==> src/rtl/jse_pkg.sv <==
// jse_pkg: shared types, constants and helpers for the json string escaper
// with utf-8 check; used by jse_decode, jse_emit and the top level
// depends on nothing
`default_nettype none

package jse_pkg;

  // written-byte counter width
  localparam int COUNT_WIDTH = 16;
  localparam int CMP_W = (COUNT_WIDTH > 16) ? COUNT_WIDTH : 16;
  localparam logic [COUNT_WIDTH-1:0] COUNT_MAX = '1;

  // most words one input byte can cause, and the width of a word count
  localparam int MAX_RES = 9;
  localparam int RES_W = 4;

  // characters
  localparam logic [7:0] CH_NUL    = 8'h00;
  localparam logic [7:0] CH_SPACE  = 8'h20;
  localparam logic [7:0] CH_QUOTE  = 8'h22;
  localparam logic [7:0] CH_BSLASH = 8'h5C;
  localparam logic [7:0] CH_TILDE  = 8'h7E;
  localparam logic [7:0] CH_COMMA  = 8'h2C;
  localparam logic [7:0] CH_ZERO   = 8'h30;
  localparam logic [7:0] CH_LC_B   = 8'h62;
  localparam logic [7:0] CH_LC_T   = 8'h74;
  localparam logic [7:0] CH_LC_N   = 8'h6E;
  localparam logic [7:0] CH_LC_F   = 8'h66;
  localparam logic [7:0] CH_LC_R   = 8'h72;
  localparam logic [7:0] CH_LC_U   = 8'h75;

  // control codes with short escapes
  localparam logic [7:0] CTL_BS = 8'h08;
  localparam logic [7:0] CTL_HT = 8'h09;
  localparam logic [7:0] CTL_LF = 8'h0A;
  localparam logic [7:0] CTL_FF = 8'h0C;
  localparam logic [7:0] CTL_CR = 8'h0D;

  // utf-8 lead and follow limits
  localparam logic [7:0] LEAD_FLOOR   = 8'hC0;
  localparam logic [7:0] LEAD_MIN     = 8'hC2;
  localparam logic [7:0] LEAD_3B      = 8'hE0;
  localparam logic [7:0] LEAD_4B      = 8'hF0;
  localparam logic [7:0] LEAD_BAD     = 8'hF4;
  localparam logic [7:0] FOLLOW_C2_E0 = 8'hA0;
  localparam logic [7:0] FOLLOW_F0    = 8'h90;

  // replacement character U+FFFD
  localparam logic [7:0] REPL_0 = 8'hEF;
  localparam logic [7:0] REPL_1 = 8'hBF;
  localparam logic [7:0] REPL_2 = 8'hBD;

  typedef enum logic [1:0] {
    MODE_PASS,
    MODE_PEND,
    MODE_SKIP
  } scan_mode_t;

  // control state of the scanner (the held sequence bytes live apart)
  typedef struct packed {
    scan_mode_t             mode;
    logic [1:0]             held;
    logic [1:0]             needed;
    logic [COUNT_WIDTH-1:0] written;
    logic [15:0]            budget;
    logic                   open;
  } scan_state_t;

  // all words caused by one input byte
  typedef struct packed {
    logic [MAX_RES-1:0][7:0] bytes;
    logic [RES_W-1:0]        count;
    logic                    close;
    logic [15:0]             wcount;
  } burst_t;

  function automatic logic [7:0] hex_digit(input logic [3:0] v);
    logic [7:0] d;
    if (v < 4'd10) begin
      d = CH_ZERO + {4'd0, v};
    end else begin
      d = 8'h61 + {4'd0, v} - 8'd10;
    end
    return d;
  endfunction

  function automatic logic [COUNT_WIDTH-1:0] sat_add(input logic [COUNT_WIDTH-1:0] a,
                                                     input logic [2:0] k);
    logic [COUNT_WIDTH:0] s;
    s = {1'b0, a} + (COUNT_WIDTH+1)'(k);
    if (s > {1'b0, COUNT_MAX}) begin
      return COUNT_MAX;
    end
    return s[COUNT_WIDTH-1:0];
  endfunction

endpackage

`default_nettype wire

==> src/rtl/jse_decode.sv <==
// jse_decode: combinational scan of one input byte against the scanner state;
// gives the next state and the burst of output words for that byte
// depends on jse_pkg
`default_nettype none

module jse_decode (
  input  jse_pkg::scan_state_t  cur_i,
  input  logic [2:0][7:0]       store_i,
  input  logic [7:0]            in_byte,
  input  logic [15:0]           in_text_budget,
  output jse_pkg::scan_state_t  nxt_o,
  output logic [2:0][7:0]       store_o,
  output jse_pkg::burst_t       burst_o
);
  import jse_pkg::*;

  scan_state_t            st;
  logic                   is_cont;
  logic                   bad;
  logic                   fresh;
  logic                   bopen;
  logic                   close;
  logic [3:0][7:0]        pre;
  logic [2:0]             pre_n;
  logic [7:0][7:0]        fr;
  logic [2:0]             fr_n;
  logic [COUNT_WIDTH-1:0] bw_mid;
  logic [3:0]             pos;

  always_comb begin
    // a new text samples its budget and starts from a clean count
    st = cur_i;
    if (!cur_i.open) begin
      st.budget  = in_text_budget;
      st.written = '0;
      st.mode    = MODE_PASS;
      st.open    = 1'b1;
    end

    is_cont = (in_byte[7:6] == 2'b10);
    nxt_o   = st;
    store_o = store_i;
    fresh   = 1'b1;
    bad     = 1'b0;
    pre     = '0;
    pre_n   = 3'd0;
    fr      = '0;
    fr_n    = 3'd0;
    close   = 1'b0;

    unique case (st.mode)
      MODE_PEND: begin
        bad = !is_cont;
        if (st.held == 2'd1) begin
          if ((store_i[0] == LEAD_MIN || store_i[0] == LEAD_3B) && in_byte < FOLLOW_C2_E0) begin
            bad = 1'b1;
          end
          if (store_i[0] == LEAD_4B && in_byte < FOLLOW_F0) begin
            bad = 1'b1;
          end
        end
        if (!bad) begin
          fresh = 1'b0;
          if (st.held < st.needed) begin
            store_o[st.held] = in_byte;
            nxt_o.held       = st.held + 2'd1;
          end else begin
            // sequence complete: copy it out whole
            pre[0]       = store_i[0];
            pre[1]       = store_i[1];
            pre[2]       = store_i[2];
            pre[st.held] = in_byte;
            pre_n        = 3'(st.held) + 3'd1;
            nxt_o.held   = 2'd0;
            nxt_o.needed = 2'd0;
            nxt_o.mode   = MODE_PASS;
          end
        end else begin
          pre[0]       = REPL_0;
          pre[1]       = REPL_1;
          pre[2]       = REPL_2;
          pre_n        = 3'd3;
          nxt_o.held   = 2'd0;
          nxt_o.needed = 2'd0;
          if (is_cont) begin
            nxt_o.mode = MODE_SKIP;
            fresh      = 1'b0;
          end else begin
            nxt_o.mode = MODE_PASS;
          end
        end
      end
      MODE_SKIP: begin
        if (is_cont) begin
          fresh = 1'b0;
        end else begin
          nxt_o.mode = MODE_PASS;
        end
      end
      default: begin
      end
    endcase

    bw_mid = sat_add(st.written, pre_n);
    bopen  = (bw_mid < COUNT_MAX) && (CMP_W'(bw_mid) < CMP_W'(st.budget));

    if (fresh) begin
      if (in_byte == CH_NUL) begin
        close        = 1'b1;
        nxt_o.open   = 1'b0;
        nxt_o.mode   = MODE_PASS;
        nxt_o.held   = 2'd0;
        nxt_o.needed = 2'd0;
      end else if (bopen) begin
        if (in_byte < CH_SPACE) begin
          fr[0] = CH_BSLASH;
          fr_n  = 3'd2;
          unique case (in_byte)
            CTL_BS:  fr[1] = CH_LC_B;
            CTL_HT:  fr[1] = CH_LC_T;
            CTL_LF:  fr[1] = CH_LC_N;
            CTL_FF:  fr[1] = CH_LC_F;
            CTL_CR:  fr[1] = CH_LC_R;
            default: begin
              fr[1] = CH_LC_U;
              fr[2] = CH_ZERO;
              fr[3] = CH_ZERO;
              fr[4] = hex_digit(in_byte[7:4]);
              fr[5] = hex_digit(in_byte[3:0]);
              fr_n  = 3'd6;
            end
          endcase
        end else if (in_byte == CH_QUOTE || in_byte == CH_BSLASH) begin
          fr[0] = CH_BSLASH;
          fr[1] = in_byte;
          fr_n  = 3'd2;
        end else if (in_byte <= CH_TILDE) begin
          fr[0] = in_byte;
          fr_n  = 3'd1;
        end else if (in_byte < LEAD_FLOOR) begin
          // stray delete or continuation byte
          fr[0] = CH_COMMA;
          fr_n  = 3'd1;
        end else if (in_byte < LEAD_MIN || in_byte >= LEAD_BAD) begin
          fr[0]      = REPL_0;
          fr[1]      = REPL_1;
          fr[2]      = REPL_2;
          fr_n       = 3'd3;
          nxt_o.mode = MODE_SKIP;
        end else begin
          store_o[0]   = in_byte;
          nxt_o.held   = 2'd1;
          nxt_o.needed = (in_byte < LEAD_3B) ? 2'd1 : ((in_byte < LEAD_4B) ? 2'd2 : 2'd3);
          nxt_o.mode   = MODE_PEND;
        end
      end
    end

    nxt_o.written  = close ? '0 : sat_add(bw_mid, fr_n);
    burst_o.close  = close;
    burst_o.wcount = 16'(bw_mid);
    burst_o.count  = RES_W'(pre_n) + RES_W'(fr_n) + RES_W'(close);

    // repl or sequence bytes first, then the fresh bytes, closing word last
    for (int i = 0; i < MAX_RES; i++) begin
      pos = 4'(i) - {1'b0, pre_n};
      if (4'(i) < {1'b0, pre_n}) begin
        burst_o.bytes[i] = pre[2'(i)];
      end else if (pos < {1'b0, fr_n}) begin
        burst_o.bytes[i] = fr[pos[2:0]];
      end else begin
        burst_o.bytes[i] = '0;
      end
    end
  end

endmodule

`default_nettype wire

==> src/rtl/jse_emit.sv <==
// jse_emit: burst buffer and output register; sends the words of one input
// byte one per cycle while out_ready allows, and takes the next burst as the last word leaves
// depends on jse_pkg
`default_nettype none

module jse_emit (
  input  logic            clk,
  input  logic            rst_n,
  input  logic            load_i,
  input  jse_pkg::burst_t burst_i,
  output logic            room_o,
  output logic            out_valid,
  input  logic            out_ready,
  output logic [7:0]      out_byte,
  output logic            out_byte_valid,
  output logic            out_end_of_text,
  output logic [15:0]     out_written_count,
  output logic            out_last_of_run
);
  import jse_pkg::*;

  burst_t           buf_r;
  logic [RES_W-1:0] buf_n_r;
  logic [RES_W-1:0] buf_idx_r;
  logic             out_valid_r;
  logic [7:0]       out_byte_r;
  logic             out_bv_r;
  logic             out_eot_r;
  logic [15:0]      out_cnt_r;
  logic             out_last_r;
  logic             buf_has;
  logic             move;
  logic             is_last;
  logic             is_close;

  assign buf_has  = buf_idx_r < buf_n_r;
  assign move     = buf_has && (!out_valid_r || out_ready);
  assign is_last  = (buf_idx_r + RES_W'(1)) == buf_n_r;
  assign is_close = is_last && buf_r.close;
  assign room_o   = !buf_has || (is_last && move);

  always_ff @(posedge clk) begin
    if (!rst_n) begin
      buf_n_r   <= '0;
      buf_idx_r <= '0;
    end else if (load_i) begin
      buf_n_r   <= burst_i.count;
      buf_idx_r <= '0;
    end else if (move) begin
      buf_idx_r <= buf_idx_r + RES_W'(1);
    end
  end

  always_ff @(posedge clk) begin
    if (load_i) begin
      buf_r <= burst_i;
    end
  end

  always_ff @(posedge clk) begin
    if (!rst_n) begin
      out_valid_r <= 1'b0;
    end else if (move) begin
      out_valid_r <= 1'b1;
    end else if (out_ready) begin
      out_valid_r <= 1'b0;
    end
  end

  always_ff @(posedge clk) begin
    if (move) begin
      out_byte_r <= buf_r.bytes[buf_idx_r];
      out_bv_r   <= !is_close;
      out_eot_r  <= is_close;
      out_cnt_r  <= is_close ? buf_r.wcount : 16'd0;
      out_last_r <= is_last;
    end
  end

  assign out_valid         = out_valid_r;
  assign out_byte          = out_byte_r;
  assign out_byte_valid    = out_bv_r;
  assign out_end_of_text   = out_eot_r;
  assign out_written_count = out_cnt_r;
  assign out_last_of_run   = out_last_r;

endmodule

`default_nettype wire

==> src/rtl/json_string_escaper_utf8_check.sv <==
// json_string_escaper_utf8_check: top level; scanner state registers,
// decode of each input byte and the output burst stage
// depends on jse_pkg, jse_decode and jse_emit
`default_nettype none

// Streaming JSON string escaper with UTF-8 checking. One text byte per input
// word, a zero byte closes the text and yields a closing word carrying the
// count of bytes written; the budget is sampled on the first byte of a text.
// A byte that yields no output or one output word is taken every cycle while
// out_ready keeps the output moving; a byte that yields more (up to nine: a
// replacement plus a \u00xx escape) holds the input until the single output
// register takes its last word, one per cycle unless stalled. Bursts pass
// the burst buffer, then the output register. No sweep: ready after reset.
module json_string_escaper_utf8_check (
  input  logic        clk,
  input  logic        rst_n,
  input  logic        in_valid,
  output logic        in_ready,
  input  logic [7:0]  in_byte,
  input  logic [15:0] in_text_budget,
  output logic        out_valid,
  input  logic        out_ready,
  output logic [7:0]  out_byte,
  output logic        out_byte_valid,
  output logic        out_end_of_text,
  output logic [15:0] out_written_count,
  output logic        out_last_of_run
);
  import jse_pkg::*;

  scan_state_t     state_r;
  scan_state_t     state_nxt;
  logic [2:0][7:0] store_r;
  logic [2:0][7:0] store_nxt;
  burst_t          burst;
  logic            room;
  logic            in_accept;

  assign in_ready  = room;
  assign in_accept = in_valid && room;

  jse_decode u_decode (
    .cur_i          (state_r),
    .store_i        (store_r),
    .in_byte        (in_byte),
    .in_text_budget (in_text_budget),
    .nxt_o          (state_nxt),
    .store_o        (store_nxt),
    .burst_o        (burst)
  );

  always_ff @(posedge clk) begin
    if (!rst_n) begin
      state_r.mode    <= MODE_PASS;
      state_r.held    <= '0;
      state_r.needed  <= '0;
      state_r.written <= '0;
      state_r.budget  <= '0;
      state_r.open    <= 1'b0;
    end else if (in_accept) begin
      state_r <= state_nxt;
    end
  end

  // held sequence bytes are only read after being written
  always_ff @(posedge clk) begin
    if (in_accept) begin
      store_r <= store_nxt;
    end
  end

  jse_emit u_emit (
    .clk               (clk),
    .rst_n             (rst_n),
    .load_i            (in_accept),
    .burst_i           (burst),
    .room_o            (room),
    .out_valid         (out_valid),
    .out_ready         (out_ready),
    .out_byte          (out_byte),
    .out_byte_valid    (out_byte_valid),
    .out_end_of_text   (out_end_of_text),
    .out_written_count (out_written_count),
    .out_last_of_run   (out_last_of_run)
  );

endmodule

`default_nettype wire
==> config.mk <==
export PLATFORM = sky130hd
export DESIGN_NAME = json_string_escaper_utf8_check
export DESIGN_NICKNAME = d
export VERILOG_FILES = /design/src/rtl/jse_pkg.sv /design/src/rtl/jse_decode.sv /design/src/rtl/jse_emit.sv /design/src/rtl/json_string_escaper_utf8_check.sv
export SDC_FILE = /design/constraint.sdc
export NUM_CORES = 1
export LEC_CHECK = 0
export BUFFER_PORTS_ARGS = -buffer_cell sky130_fd_sc_hd__buf_2
export CAP_MARGIN = 20
export CORE_MARGIN = 5
export CORE_UTILIZATION = 50
export DETAILED_ROUTE_END_ITERATION = 10
export PLACE_DENSITY_LB_ADDON = 0.25
export REMOVE_ABC_BUFFERS = 1
export SLEW_MARGIN = 5
export SYNTH_ARGS = -nofsm -noshare
export SYNTH_HDL_FRONTEND = slang
export SYNTH_SLANG_ARGS = --single-unit
==> constraint.sdc <==
create_clock -name clk -period 9.3 [get_ports clk]
set_input_delay 0 -clock clk [delete_from_list [all_inputs] [get_ports clk]]
set_output_delay 0 -clock clk [all_outputs]
set_load 0.01 [all_outputs]
== Word-level counts from Yosys, hierarchy flattened ==
Cells that the tools add are included.

* Reduce and logical (&&, ||, !) cells: 22
* Shifts and indexed selects: 0
* $mul: 0
* Mux-type cells: 123
* Equality and inequality tests: 15
* Divide/modulo/power cells: 0
* $lt $le $gt $ge: 46
* Bitwise logic cells: 2
* $add $sub $neg: 22

{| class="wikitable"
|+ Operators with widths
! kind !! count
|-
| 8-bit 2-to-1 mux || 43
|-
| 8-bit binary-select mux with 3-bit select || 9
|-
| 16-bit 2-to-1 mux || 11
|-
| 48-bit 2-to-1 mux || 3
|-
| 24-bit 2-to-1 mux || 3
|-
| 8-bit < comparator (second input constant) || 6
|-
| 6-bit 2-to-1 mux || 8
|-
| 8-bit by 4-bit == test with 1-bit output (second input constant) || 5
|-
| 3-bit by 4-bit < comparator with 1-bit output (second input constant) || 9
|-
| 4-bit by 3-bit < comparator with 1-bit output || 9
|-
| 16-bit by 3-bit adder with 17-bit output || 2
|-
| 17-bit by 16-bit > comparator with 1-bit output (second input constant) || 2
|-
| 3-bit 2-to-1 mux || 11
|-
| 33-bit 2-to-1 mux || 1
|-
| 8-bit binary-select mux with 4-bit select || 1
|-
| 32-bit bitwise mux || 1
|-
| 32-bit 2-to-1 mux || 1
|-
| 5-bit one-hot mux with 5 select lines || 1
|-
| 24-bit bitwise mux || 1
|-
| 8-bit == test (second input constant) || 3
|-
| 2-bit 2-to-1 mux || 9
|-
| 7-bit by 4-bit adder with 8-bit output (first input constant) || 2
|-
| 8-bit demux with 2-bit select || 1
|-
| 16-bit < comparator || 1
|-
| 43 further kinds || 87
|}

* Latch bits: 0
* Output and inout port bits: 29
* Memory bits (read-only): 0
* Flip-flop bits (word level): 188
* Bits in writable memories: 0
* Memories: 0
* Word-level logic and storage cells: 258

== Depth between registers and ports, before layout ==
Gate-level depths: netlist (run 1).

* Word-level depth: 23
* Mapped depth: 34
* Depth with buffers taken out: 31

== Cells and area by module ==
A second synthesis (run 1) with hierarchy kept.

* Cells, all modules: 1355
* Area total of the unflattened synthesis: 12843.6 µm²

{| class="wikitable"
|+ Modules (own cells, without submodules)
! module !! cells each !! area each (µm²) !! instances
|-
| jse_decode || 889 || 5741.8 || 1
|-
| jse_emit || 264 || 4777.1 || 1
|-
| json_string_escaper_utf8_check || 202 || 2324.7 || 1
|}

== Least setup slack after synthesis (run 1) ==
Ideal clock, no wire load.

* Kind: reg-to-reg
* From: register state_r[0] (netlist bit)
* To: register u_emit.buf_r[53] (netlist bit), data pin
* Data arrival time: 7.420 ns
* Cell stages (with the launch flop): 33
* Required time: 9.137 ns
* Path slack: 1.717 ns
* Setup time: 0.163 ns
* Cell sequence: dfxtp_1 -> buf_4 -> clkbuf_1 -> clkbuf_1 -> nand2_1 -> inv_1 -> ha_1 -> clkbuf_1 -> and2_0 -> o21ai_2 -> clkinv_1 -> fa_1 -> a21oi_4 -> nor2_1 -> nand3_1 -> clkbuf_1 -> o21ai_0 -> ha_1 -> a41o_1 -> a21oi_1 -> and3_1 -> o211ai_1 -> nor2_1 -> and2_1 -> clkbuf_1 -> o21ai_0 -> ha_1 -> o21bai_1 -> a2111o_1 -> or2_2 -> clkbuf_1 -> or3_1 -> o221ai_1

{| class="wikitable"
|+ RTL lines
! item !! line !! text
|-
| start, declared || json_string_escaper_utf8_check.sv:31 || <nowiki>scan_state_t state_r;</nowiki>
|-
| start signal, assigned || json_string_escaper_utf8_check.sv:61 || <nowiki>state_r <= state_nxt;</nowiki>
|-
| end signal, assigned || jse_emit.sv:56 || <nowiki>buf_r <= burst_i;</nowiki>
|-
| end, declared || jse_emit.sv:22 || <nowiki>burst_t buf_r;</nowiki>
|}

==> qor.csv, run 1 <==
stage,metric,value,unit
synthesis,netlist_area,0.0114,mm²
detailed_routing,avgViaCountPerCell,6.26,
finish,area_delta_synth_final,10.8,%
hold_path,hold_path_class,input port to flip-flop,
place,place_inst,1423,
critical_path,crit_arrival,8830,ps
floorplan,die_w,161,µm
timing,finalCriticalPeriod,8500,ps
global_route,grt_max_degree,81,
detailed_routing,drt_iter0_markers,1127,
floorplan,die_y,161,µm
timing,skew,16.1,ps
synthesis,synth_seq_cells,180,
synthesis,synthArstFlopShare,0,%
synthesis,avgSynthCellArea,10.1,µm²
timing,clock.fmax,118,MHz
detailed_routing,drc_errors,0,
detailed_routing,drt_wl_total,31100,µm
global_route,grt_util_all_layers,24.3,%
floorplan,num_rows,55,
synthesis,ys.flop_type,edfxtp_1,
timing,tightest_slew,979,ps
timing,final_max_slew_viol_count,0,
finish,multi_input_area,0.00604,mm²
synthesis,syn-instance-count,1127,
critical_path,critPathMaxFanout,15,
clocking,htreeDepth,4,
timing,finalSetupViolCount,0,
synthesis,yosys.area.top_type,edfxtp_1,
synthesis,synth_area_leaders,"edfxtp_1 35%, dfxtp_1 8.4%, ha_1 6.9%",
floorplan,num_io_pins,57,
critical_path,cp_slowest_cell,fa_1,
clocking,numCtsBuffers,17,
synthesis,synth_top_area_share,34.8,%
global_route,grt_pass1_vias,8626,
clocking,clock-sinks,180,
timing,hold_violations,0,
clocking,clockRootBuffer,clkbuf_16,
synthesis,synth.distinct_cells,90,
place,place.gp.congestion,0.980,
detailed_routing,wl_per_cell,21.1,µm
critical_path,critical_path_required,9630,ps
job,maxCapViolCount,0,
pwr,ir_worst_vdd,0.115,mV
finish,n_antenna_cell,0,
global_route,grt_overflow,0,
critical_path,crit_path_start_kind,flip-flop,
status,outcome,"finished, final reports clean",
place,numPortBuffers,56,
finish,nets,1268,
synthesis,ys_warn_count,0,
timing,rsz0062_at_grt,no,
clocking,post_cts_buffers,0,
critical_path,crit_type,flip-flop to flip-flop,
floorplan,start_util,50.6,%
clocking,clk_path_buf_depth,2,
timing,finalSetupTns,0,ps
finish,ff_latch_area,0.00492,mm²
clocking,clk_latency,450,ps
finish,nFillCells,1976,
synthesis,synth_edf_count,132,
critical_path,slowest_delay,550,ps
synthesis,ys_seq_area_share,43.3,%
floorplan,core_area,0.0225,mm²
global_route,grt_pass1_wl,49600,µm
detailed_routing,vias,9215,
clocking,clk_pin_slew_worst_paths,80,ps
detailed_routing,ant_nets,0,
timing,relSlewSlack,34.7,%
pwr,leakagePower,4.92,nW
clocking,tritoncts,done,
timing,fin_crit_sh,91.4,%
synthesis,synthTopCellsByCount,"132 x edfxtp_1, 117 x nand2_1, 77 x nor2_1, 73 x o21ai_0, 63 x ha_1",
critical_path,end_kind,flip-flop,
floorplan,dieArea,0.0259,mm²
detailed_routing,dr.pass1.iters,6,
place,place_hpwl,22900,µm
synthesis,synth.most_common_cell,edfxtp_1,
finish,instances_no_fill,1471,
global_route,grt_antenna_before_repair,1,
pwr,powerDensity,241,mW/mm²
finish,drive_gt1_share,14.2,%
-- repair_timing --
action                                 4_1_cts  5_1_grt
resized for setup                            0        1
setup endpoints to repair                    0        2
endpoints found under the hold margin       16        0
hold buffers                                16        0
-- cell usage in the layout, fill, tap and decap left out, types with 14 or more instances in the layout --
cell / n
a21o_1: 16
a21oi_1: 55
and3_1: 22
buf_2: 56
buf_4: 14
clkbuf_16: 17
dfxtp_1: 48
dlygate4sd3_1: 16
edfxtp_1: 132
ha_1: 63
inv_1: 43
mux2_2: 19
mux2i_1: 33
mux4_2: 16
nand2_1: 117
nand2b_1: 20
nand3_1: 28
nand4_1: 15
nor2_1: 77
nor3_1: 24
o211a_1: 17
o211ai_1: 14
o21ai_0: 73
o221ai_1: 14
xnor2_1: 22
-- power by group --
part | switching, W | internal (W)
logic | 0.000613 | 0.000338
registers | 0.000120 | 0.00125
clock network | 0.000361 | 0.000356
total | 0.00109 | 0.00195
-- cell families after synthesis --
family                   share of synthesized area [%]
adder cells (fa/ha/maj)                           7.63
XOR/XNOR                                          2.31
multiplexers                                      7.95
AND/OR/NAND/NOR                                   16.4
buffers and inverters                             3.90
flip-flops                                        43.3
other                                           0.0329
AO/OA/AOI/OAI                                     18.5
-- sequential cells by signal (all words and copies together), names as in the netlist --
signal and flops:
u_emit.out_last_of_run 1, u_emit.out_byte 8, u_emit.out_written_count 16, u_emit.buf_idx_r 4
state_r 39, u_emit.buf_r 89, u_emit.buf_n_r 4, u_emit.out_valid 1
u_emit.out_end_of_text 1, u_emit.out_byte_valid 1, store_r 16
-- path summary, 6_finish.rpt --
check | start | slack, ps | cells after the start | end
worst min-delay path | in_byte[0] | 10 | 2 | store_r[0]$_DFFE_PP_
worst max register to register | state_r[36]$_SDFFE_PN0P_ | 800 | 30 | state_r[26]$_SDFFE_PN0P_
worst max-delay path | state_r[36]$_SDFFE_PN0P_ | 800 | 30 | state_r[26]$_SDFFE_PN0P_
worst min register to register | state_r[17]$_SDFFE_PN0P_ | 440 | 2 | state_r[17]$_SDFFE_PN0P_
-- metrics by stage --
stage | total power [W] | hold slack, ps | cell area (µm²) | util, % | worst slack, ps
after global routing | 0.00321 | 22.3 | 12600 | 56.1 | 47.2
final | 0.00304 | 11.9 | 12600 | 56.1 | 796
after detailed placement | 0.00233 | 317 | 11900 | 52.8 | 804
after global placement | 0.00231 | 310 | 11900 | 52.8 | 1090
after floorplan | 0.00201 | 118 | 11100 | - | 1580
after CTS | 0.00305 | 7.69 | 12600 | 56.0 | 756
-- critical path, delay by kind of cell, from the launching register on --
family	cells	cell delay (ps)
AOI/OAI and AO/OA	12	3220
xor gates and xnor gates	1	150
adders and majority gates	4	1540
buffers and inverters	4	760
DFF	1	360
and+or+nand+nor	9	2340
-- metal layers --
layer  global-route usage [%]  vias up  share of wire [%]
li1                         -     4358                  -
met1                     37.3     4383                 47
met2                     34.3      433                 41
met3                     6.80       41                 10
met4                     5.20        0                1.3
met5                        0        -                  0
-- layout make-up --
type | instances | area share, %
clock inverter | 15 | 1.13
timing repair buffer | 86 | 4.32
multi-input combinational | 841 | 47.9
clock buffer | 17 | 3.37
inverter | 47 | 1.44
tap | 285 | 2.83
sequential | 180 | 39.0
(Power assumes the default switching activity.)
==> run 2, diff against run 1 <==
--- a/config.mk
+++ b/config.mk
@@ -5,7 +5,7 @@
 export SDC_FILE = /design/constraint.sdc
 export NUM_CORES = 1
 export LEC_CHECK = 0
-export BUFFER_PORTS_ARGS = -buffer_cell sky130_fd_sc_hd__buf_2
+export BUFFER_PORTS_ARGS = -buffer_cell sky130_fd_sc_hd__buf_4
 export CAP_MARGIN = 20
 export CORE_MARGIN = 5
 export CORE_UTILIZATION = 50
==> run 2 against run 1 <==
Against the previous run:
- sequential power is essentially flat
- critical path depth shrank 1
- worst hold slack gained 9.5 ps
- sequential cell count is the same
- cell count grew 1.3%
- clock skew shrank 0.81 ps
- register-to-register slack lost 80 ps
- non-clock buffer count grew 19
- core utilization grew 1.7 points
- die area is the same
- final area grew 2.9%
- global-route usage shrank 0.082 points
==> qor.csv, run 2 (synthesis results as in run 1) <==
stage,metric,value,unit,change
detailed_routing,avgViaCountPerCell,6.25,,-0.24%
timing,tightest_slew,1020,ps,+38.1 ps
pwr,leakagePower,5.09,nW,+3.5%
critical_path,endpoint,state_r[22]$_SDFFE_PN0P_,,
pwr,intPower,0.00205,W,+5.6%
timing,finalSetupTns,0,ps,unchanged
detailed_routing,ant_nets,0,,unchanged
critical_path,cp_slowest_cell,fa_1,,
detailed_routing,drt_iter0_markers,1097,,-2.7%
critical_path,r2r-end,state_r[22]$_SDFFE_PN0P_,,
place,place_hpwl,22900,µm,-0.19%
hold_path,hold_path_class,input port to flip-flop,,
clocking,clk_path_buf_depth,2,,unchanged
finish,final_cell_mix,"132 x edfxtp_1, 117 x nand2_1, 77 x nor2_1",,
finish,area_delta_synth_final,14.1,%,
timing,relSlewSlack,31.3,%,-3.4 points
finish,multi_input_area,0.00604,mm²,+0.12%
detailed_routing,wl_met3,2830,µm,-10%
detailed_routing,wl_met1,14900,µm,+2.0%
detailed_routing,drc_errors,0,,unchanged
finish,ff_latch_area,0.00492,mm²,unchanged
timing,rsz0062_at_grt,no,,
clocking,tritoncts,done,,
clocking,post_cts_buffers,0,,unchanged
place,pre_cts_slack,791,ps,-12.9 ps
place,place_inst,1422,,-0.070%
finish,instances_no_fill,1490,,+1.3%
pwr,switching_power,0.00109,W,-0.26%
finish,largest_register_ffs,89,,unchanged
floorplan,die_w,161,µm,unchanged
pwr,ir_worst_vdd,0.188,mV,+64%
pwr,switching_share,34.7,%,-1.3 points
detailed_routing,wl_per_cell,21.1,µm,about the same
critical_path,critPathMaxFanout,15,,unchanged
clocking,clk_latency,440,ps,about the same
floorplan,num_rows,55,,unchanged
timing,finalCriticalPeriod,8580,ps,+77.3 ps
timing,hold_violations,0,,unchanged
finish,final_common_cell,edfxtp_1,,
clocking,numCtsBuffers,17,,unchanged
floorplan,num_io_pins,57,,unchanged
finish,reg_top3,"u_emit.buf_r (89), state_r (39)",,
global_route,grt_util_all_layers,24.2,%,-0.082 points
critical_path,end_kind,flip-flop,,
clocking,clk_pin_slew_worst_paths,80,ps,about the same
pwr,p_comb_share,32.8,%,+1.5 points
critical_path,worstSetupStartpoint,state_r[36]$_SDFFE_PN0P_,,
pwr,p_clk_share,23.4,%,-0.2 points
critical_path,r2r_cells,29,,-3.3%
floorplan,core_area,0.0225,mm²,unchanged
timing,finalSetupViolCount,0,,unchanged
detailed_routing,top_layer,met5,,
timing,skew,15.3,ps,-0.808 ps
critical_path,crit_type,flip-flop to flip-flop,,
pwr,sequentialPowerShare,43.8,%,-1.4 points
global_route,grt_antenna_before_repair,1,,unchanged
global_route,grt_overflow,0,,unchanged
finish,n_antenna_cell,0,,unchanged
timing,fin_crit_sh,92.3,%,+0.83 points
clocking,clockRootBuffer,clkbuf_16,,
finish,nFillCells,1942,,-1.7%
critical_path,slowest_delay,560,ps,about the same
floorplan,start_util,50.6,%,unchanged
critical_path,r2r-start,state_r[36]$_SDFFE_PN0P_,,
timing,fin_ws,719,ps,-77.3 ps
detailed_routing,vias,9312,,+1.1%
critical_path,crit_path_start_kind,flip-flop,,
finish,drive_gt1_share,13.9,%,-0.31 points
detailed_routing,wl_met2,13300,µm,+2.9%
clocking,clock-sinks,180,,unchanged
critical_path,r2r_setup_slack,720,ps,-80 ps
job,maxCapViolCount,0,,unchanged
floorplan,dieArea,0.0259,mm²,unchanged
place,place.gp.congestion,0.991,,+1.1%
critical_path,critical_path_required,9620,ps,about the same
finish,regMostFlops,u_emit.buf_r,,
detailed_routing,drt_wl_total,31500,µm,+1.4%
floorplan,die_y,161,µm,unchanged
critical_path,crit_arrival,8900,ps,+70 ps
clocking,htreeDepth,4,,unchanged
place,numPortBuffers,56,,unchanged
status,outcome,"finished, final reports clean",,
global_route,grt_pass1_vias,8623,,-0.035%
detailed_routing,dr.pass1.iters,9,,+3
timing,clock.fmax,117,MHz,-0.90%
global_route,grt_pass1_wl,49600,µm,+0.11%
finish,nets,1287,,+1.5%
global_route,grt_max_degree,79,,-2.5%
timing,final_max_slew_viol_count,0,,unchanged
pwr,powerDensity,242,mW/mm²,+0.50%
-- run 2: changes by cell type in the layout (fill, tap and decap cells not counted), moves of 2 or more --
| cell | change |
|---|---|
| buf_2 | -56 |
| buf_4 | +55 |
| inv_8 | -5 |
| inv_6 | +4 |
| clkinv_8 | +2 |
| clkinvlp_4 | -2 |
| dlygate4sd3_1 | +20 |
-- run 2: power by group through the flow --
| stage | Clock [W] | Sequential, W | Combinational [W] |
|---|---|---|---|
| after floorplan | 0 | 0.00143 | 0.000585 |
| after global placement | 0 | 0.00138 | 0.000971 |
| after detailed placement | 0 | 0.00139 | 0.000985 |
| after CTS | 0.000746 | 0.00138 | 0.00104 |
| after global routing | 0.000780 | 0.00140 | 0.00113 |
| final | 0.000737 | 0.00138 | 0.00103 |
-- run 2: worst max-delay path, delay by kind of cell, from the launching register on --
family          cells  cell delay (ps)
compound gates     12             3470
xor+xnor            1              160
simple gates        9             2390
fa+ha+maj           4             1470
buf+inv             3              590
flops               1              360
-- run 2: worst min path at each step --
stage | cells past startpoint | slack, ps | from | to
after floorplan | 1 | 120 | rst_n | state_r[34]$_SDFFE_PN0P_
after global placement | 3 | 310 | in_text_budget[0] | state_r[1]$_SDFFE_PN0P_
after detailed placement | 3 | 310 | in_text_budget[0] | state_r[1]$_SDFFE_PN0P_
after CTS | 2 | 4 | in_byte[3] | store_r[3]$_DFFE_PP_
after global routing | 2 | 20 | in_byte[3] | store_r[3]$_DFFE_PP_
final | 2 | 20 | in_byte[3] | store_r[3]$_DFFE_PP_
-- run 2: per-stage QoR --
step	area, µm²	hold WS (ps)	utilization (%)	power (W)
floorplan	11100	118	-	0.00201
global placement	12000	306	53.4	0.00235
detailed placement	12000	312	53.4	0.00238
CTS	13000	3.88	57.7	0.00316
global route	13000	17.4	57.7	0.00331
finish	13000	21.3	57.7	0.00315
-- run 2: cell type report --
| type | count | share of cell area [%] |
|---|---|---|
| Inverter | 47 | 1.40 |
| Sequential cell | 180 | 37.9 |
| Multi-Input combinational cell | 841 | 46.6 |
| Clock inverter | 14 | 1.23 |
| Timing Repair Buffer | 105 | 6.76 |
| Clock buffer | 18 | 3.38 |
| Tap cell | 285 | 2.75 |
-- run 2: per-layer routing --
layer,vias up,track usage [%]
met5,-,0
met4,2,5.85
met3,49,5.77
met2,422,35.0
met1,4445,36.9
li1,4394,-
-- run 2: what timing repair did --
| item | 4_1_cts | 5_1_grt |
|---|---|---|
| resized for setup | 0 | 2 |
| hold buffers | 36 | 0 |
| hold endpoints to repair | 26 | 0 |
| endpoints found under the setup margin | 0 | 2 |
==> run 3, diff against run 2 <==
==> constraint.sdc (replaced) <==
create_clock -name clk -period 7.6 [get_ports clk]
set_input_delay 0 -clock clk [delete_from_list [all_inputs] [get_ports clk]]
set_output_delay 0 -clock clk [all_outputs]
set_load 0.01 [all_outputs]
==> run 3 against run 2 <==
Against the previous run:
- non-clock buffer count is 15 higher
- critical endpoint is now u_emit.buf_r[37]$_SDFFCE_PP0P_
- sequential share of layout area is 0.39 points lower
- wire length is 1.1% higher
- core utilization is 0.60 points higher
- critical path type unchanged
- final area is 1.0% higher
- sequential power is 22% higher
==> qor.csv, run 3 (synthesis results as in run 1) <==
stage,metric,value,unit,change
critical_path,crit_path_start_kind,flip-flop,,
timing,finalSetupViolCount,0,,unchanged
finish,finalInstanceArea,0.0131,mm²,+1.0%
place,numPortBuffers,56,,unchanged
finish,regMostFlops,u_emit.buf_r,,
clocking,clk_path_buf_depth,2,,unchanged
global_route,grt_util_all_layers,24.6,%,+0.40 points
clocking,clk_latency,440,ps,about the same
clocking,numCtsBuffers,17,,unchanged
floorplan,dieArea,0.0259,mm²,unchanged
detailed_routing,drt_iter0_markers,1178,,+7.4%
critical_path,worstSetupStartpoint,state_r[36]$_SDFFE_PN0P_,,
pwr,leakagePower,5.17,nW,+1.5%
floorplan,die_y,161,µm,unchanged
global_route,grt_antenna_before_repair,0,,-1
finish,reg_top3,"u_emit.buf_r (89), state_r (39)",,
timing,skew,16.5,ps,+1.18 ps
hold_path,whs_path_depth,2,,unchanged
timing,tightest_slew,929,ps,-88.3 ps
hold_path,hp-start,in_byte[2],,
critical_path,end_kind,flip-flop,,
critical_path,critPathMaxFanout,17,,+2
detailed_routing,avgViaCountPerCell,6.24,,about the same
floorplan,num_rows,55,,unchanged
hold_path,hold_path_class,input port to flip-flop,,
timing,rsz0062_at_grt,no,,
timing,finalCriticalPeriod,7080,ps,-1500 ps
job,maxCapViolCount,0,,unchanged
finish,nets,1302,,+1.2%
finish,final_common_cell,edfxtp_1,,
global_route,grt_pass1_vias,8720,,+1.1%
critical_path,critical_path_required,7820,ps,-1800 ps
clocking,clock-sinks,180,,unchanged
clocking,clockRootBuffer,clkbuf_16,,
finish,area_delta_synth_final,15.2,%,
finish,final_cell_mix,"132 x edfxtp_1, 117 x nand2_1, 85 x buf_4",,
detailed_routing,drt_wl_total,31800,µm,+1.1%
floorplan,die_w,161,µm,unchanged
detailed_routing,drc_errors,0,,unchanged
critical_path,crit_type,flip-flop to flip-flop,,
detailed_routing,dr.pass1.iters,5,,-4
detailed_routing,ant_nets,0,,unchanged
finish,nFillCells,1906,,-1.9%
finish,n_antenna_cell,0,,unchanged
clocking,htreeDepth,4,,unchanged
global_route,grt_max_degree,75,,-5.1%
global_route,grt_pass1_wl,50800,µm,+2.4%
critical_path,slowest_delay,470,ps,-90 ps
floorplan,core_area,0.0225,mm²,unchanged
pwr,p_total,0.00386,W,+23%
timing,fin_crit_sh,93.2,%,+0.92 points
clocking,clk_pin_slew_worst_paths,80,ps,about the same
critical_path,r2r_cells,28,,-3.4%
critical_path,r2r-start,state_r[36]$_SDFFE_PN0P_,,
timing,final_max_slew_viol_count,0,,unchanged
place,place.gp.congestion,0.990,,about the same
place,dpl-instance-area,0.0121,mm²,+0.90%
floorplan,start_util,50.6,%,unchanged
status,outcome,"finished, final reports clean",,
detailed_routing,wl_per_cell,21.2,µm,about the same
pwr,ir_worst_vdd,0.203,mV,+7.9%
timing,relSlewSlack,38.0,%,+6.7 points
detailed_routing,vias,9397,,+0.91%
pwr,powerDensity,294,mW/mm²,+22%
timing,clock.fmax,141,MHz,+21%
finish,largest_register_ffs,89,,unchanged
finish,drive_gt1_share,15.3,%,+1.5 points
global_route,grt_overflow,0,,unchanged
timing,hold_violations,0,,unchanged
critical_path,cp_slowest_cell,fa_1,,
floorplan,num_io_pins,57,,unchanged
place,place_hpwl,23300,µm,+1.8%
clocking,tritoncts,done,,
finish,fin_util,58.3,%,+0.60 points
critical_path,crit_arrival,7300,ps,-1600 ps
-- run 3: cell count changes in the layout (fill, tap and decap cells not counted), sizes merged --
| cell | previous run | this run |
|---|---|---|
| clkinv | 8 | 6 |
| dlygate4sd3 | 36 | 34 |
| inv | 52 | 54 |
| buf | 69 | 86 |
-- run 3: report_power, final --
part           total [W]  switching, W  internal [W]
clock           0.000929      0.000452      0.000477
sequential       0.00168      0.000147       0.00153
combinational    0.00125      0.000751      0.000503
-- run 3: routing by layer --
metal / up-vias / GRT usage (%) / wire, µm
met1: 4512 / 38.2 / 14800
met5: - / 0 / 0
met4: 0 / 4.30 / 347
met3: 34 / 4.36 / 2760
met2: 439 / 36.6 / 14000
li1: 4412 / - / -
-- run 3: area by class of cell --
class | instances | area [µm²] | area share, %
multi-input cells | 841 | 6060 | 46.2
clock inverters | 14 | 179 | 1.36
well taps | 285 | 357 | 2.72
repair buffers | 120 | 990 | 7.54
inverters | 47 | 181 | 1.38
flip-flops and latches | 180 | 4920 | 37.5
clock buffers | 18 | 429 | 3.27
-- run 3: final timing paths --
check / endpoint / slack [ps]
worst max register to register: u_emit.buf_r[37]$_SDFFCE_PP0P_ / 520
worst max-delay path: u_emit.buf_r[37]$_SDFFCE_PP0P_ / 520
worst min-delay path: store_r[2]$_DFFE_PP_ / 20
worst min register to register: state_r[18]$_SDFFE_PN0P_ / 450
-- run 3: timing repair --
item / in CTS / in global routing
hold buffers: 34 / 0
gates resized for setup: 0 / 8
setup endpoints to repair: 0 / 64
hold endpoints to repair: 26 / 0
buffers inserted: 0 / 1
-- run 3: critical path, delay by kind of cell, from the launching register on --
kind / cells / cell delay, ps
AOI/OAI and AO/OA: 10 / 2360
and+or+nand+nor: 9 / 2140
adders and majority gates: 5 / 1550
buffers and inverters: 4 / 410
DFF: 1 / 360
-- run 3: stage by stage --
stage,setup TNS [ps],setup WS [ps],hold slack [ps],instances
after floorplan,-391,-124,118,1068
after global placement,0,318,303,1437
after detailed placement,0,72.1,308,1437
after CTS,0,55.4,1.04,1503
after global routing,0,76.7,23.8,1505
final,0,518,19.5,1505
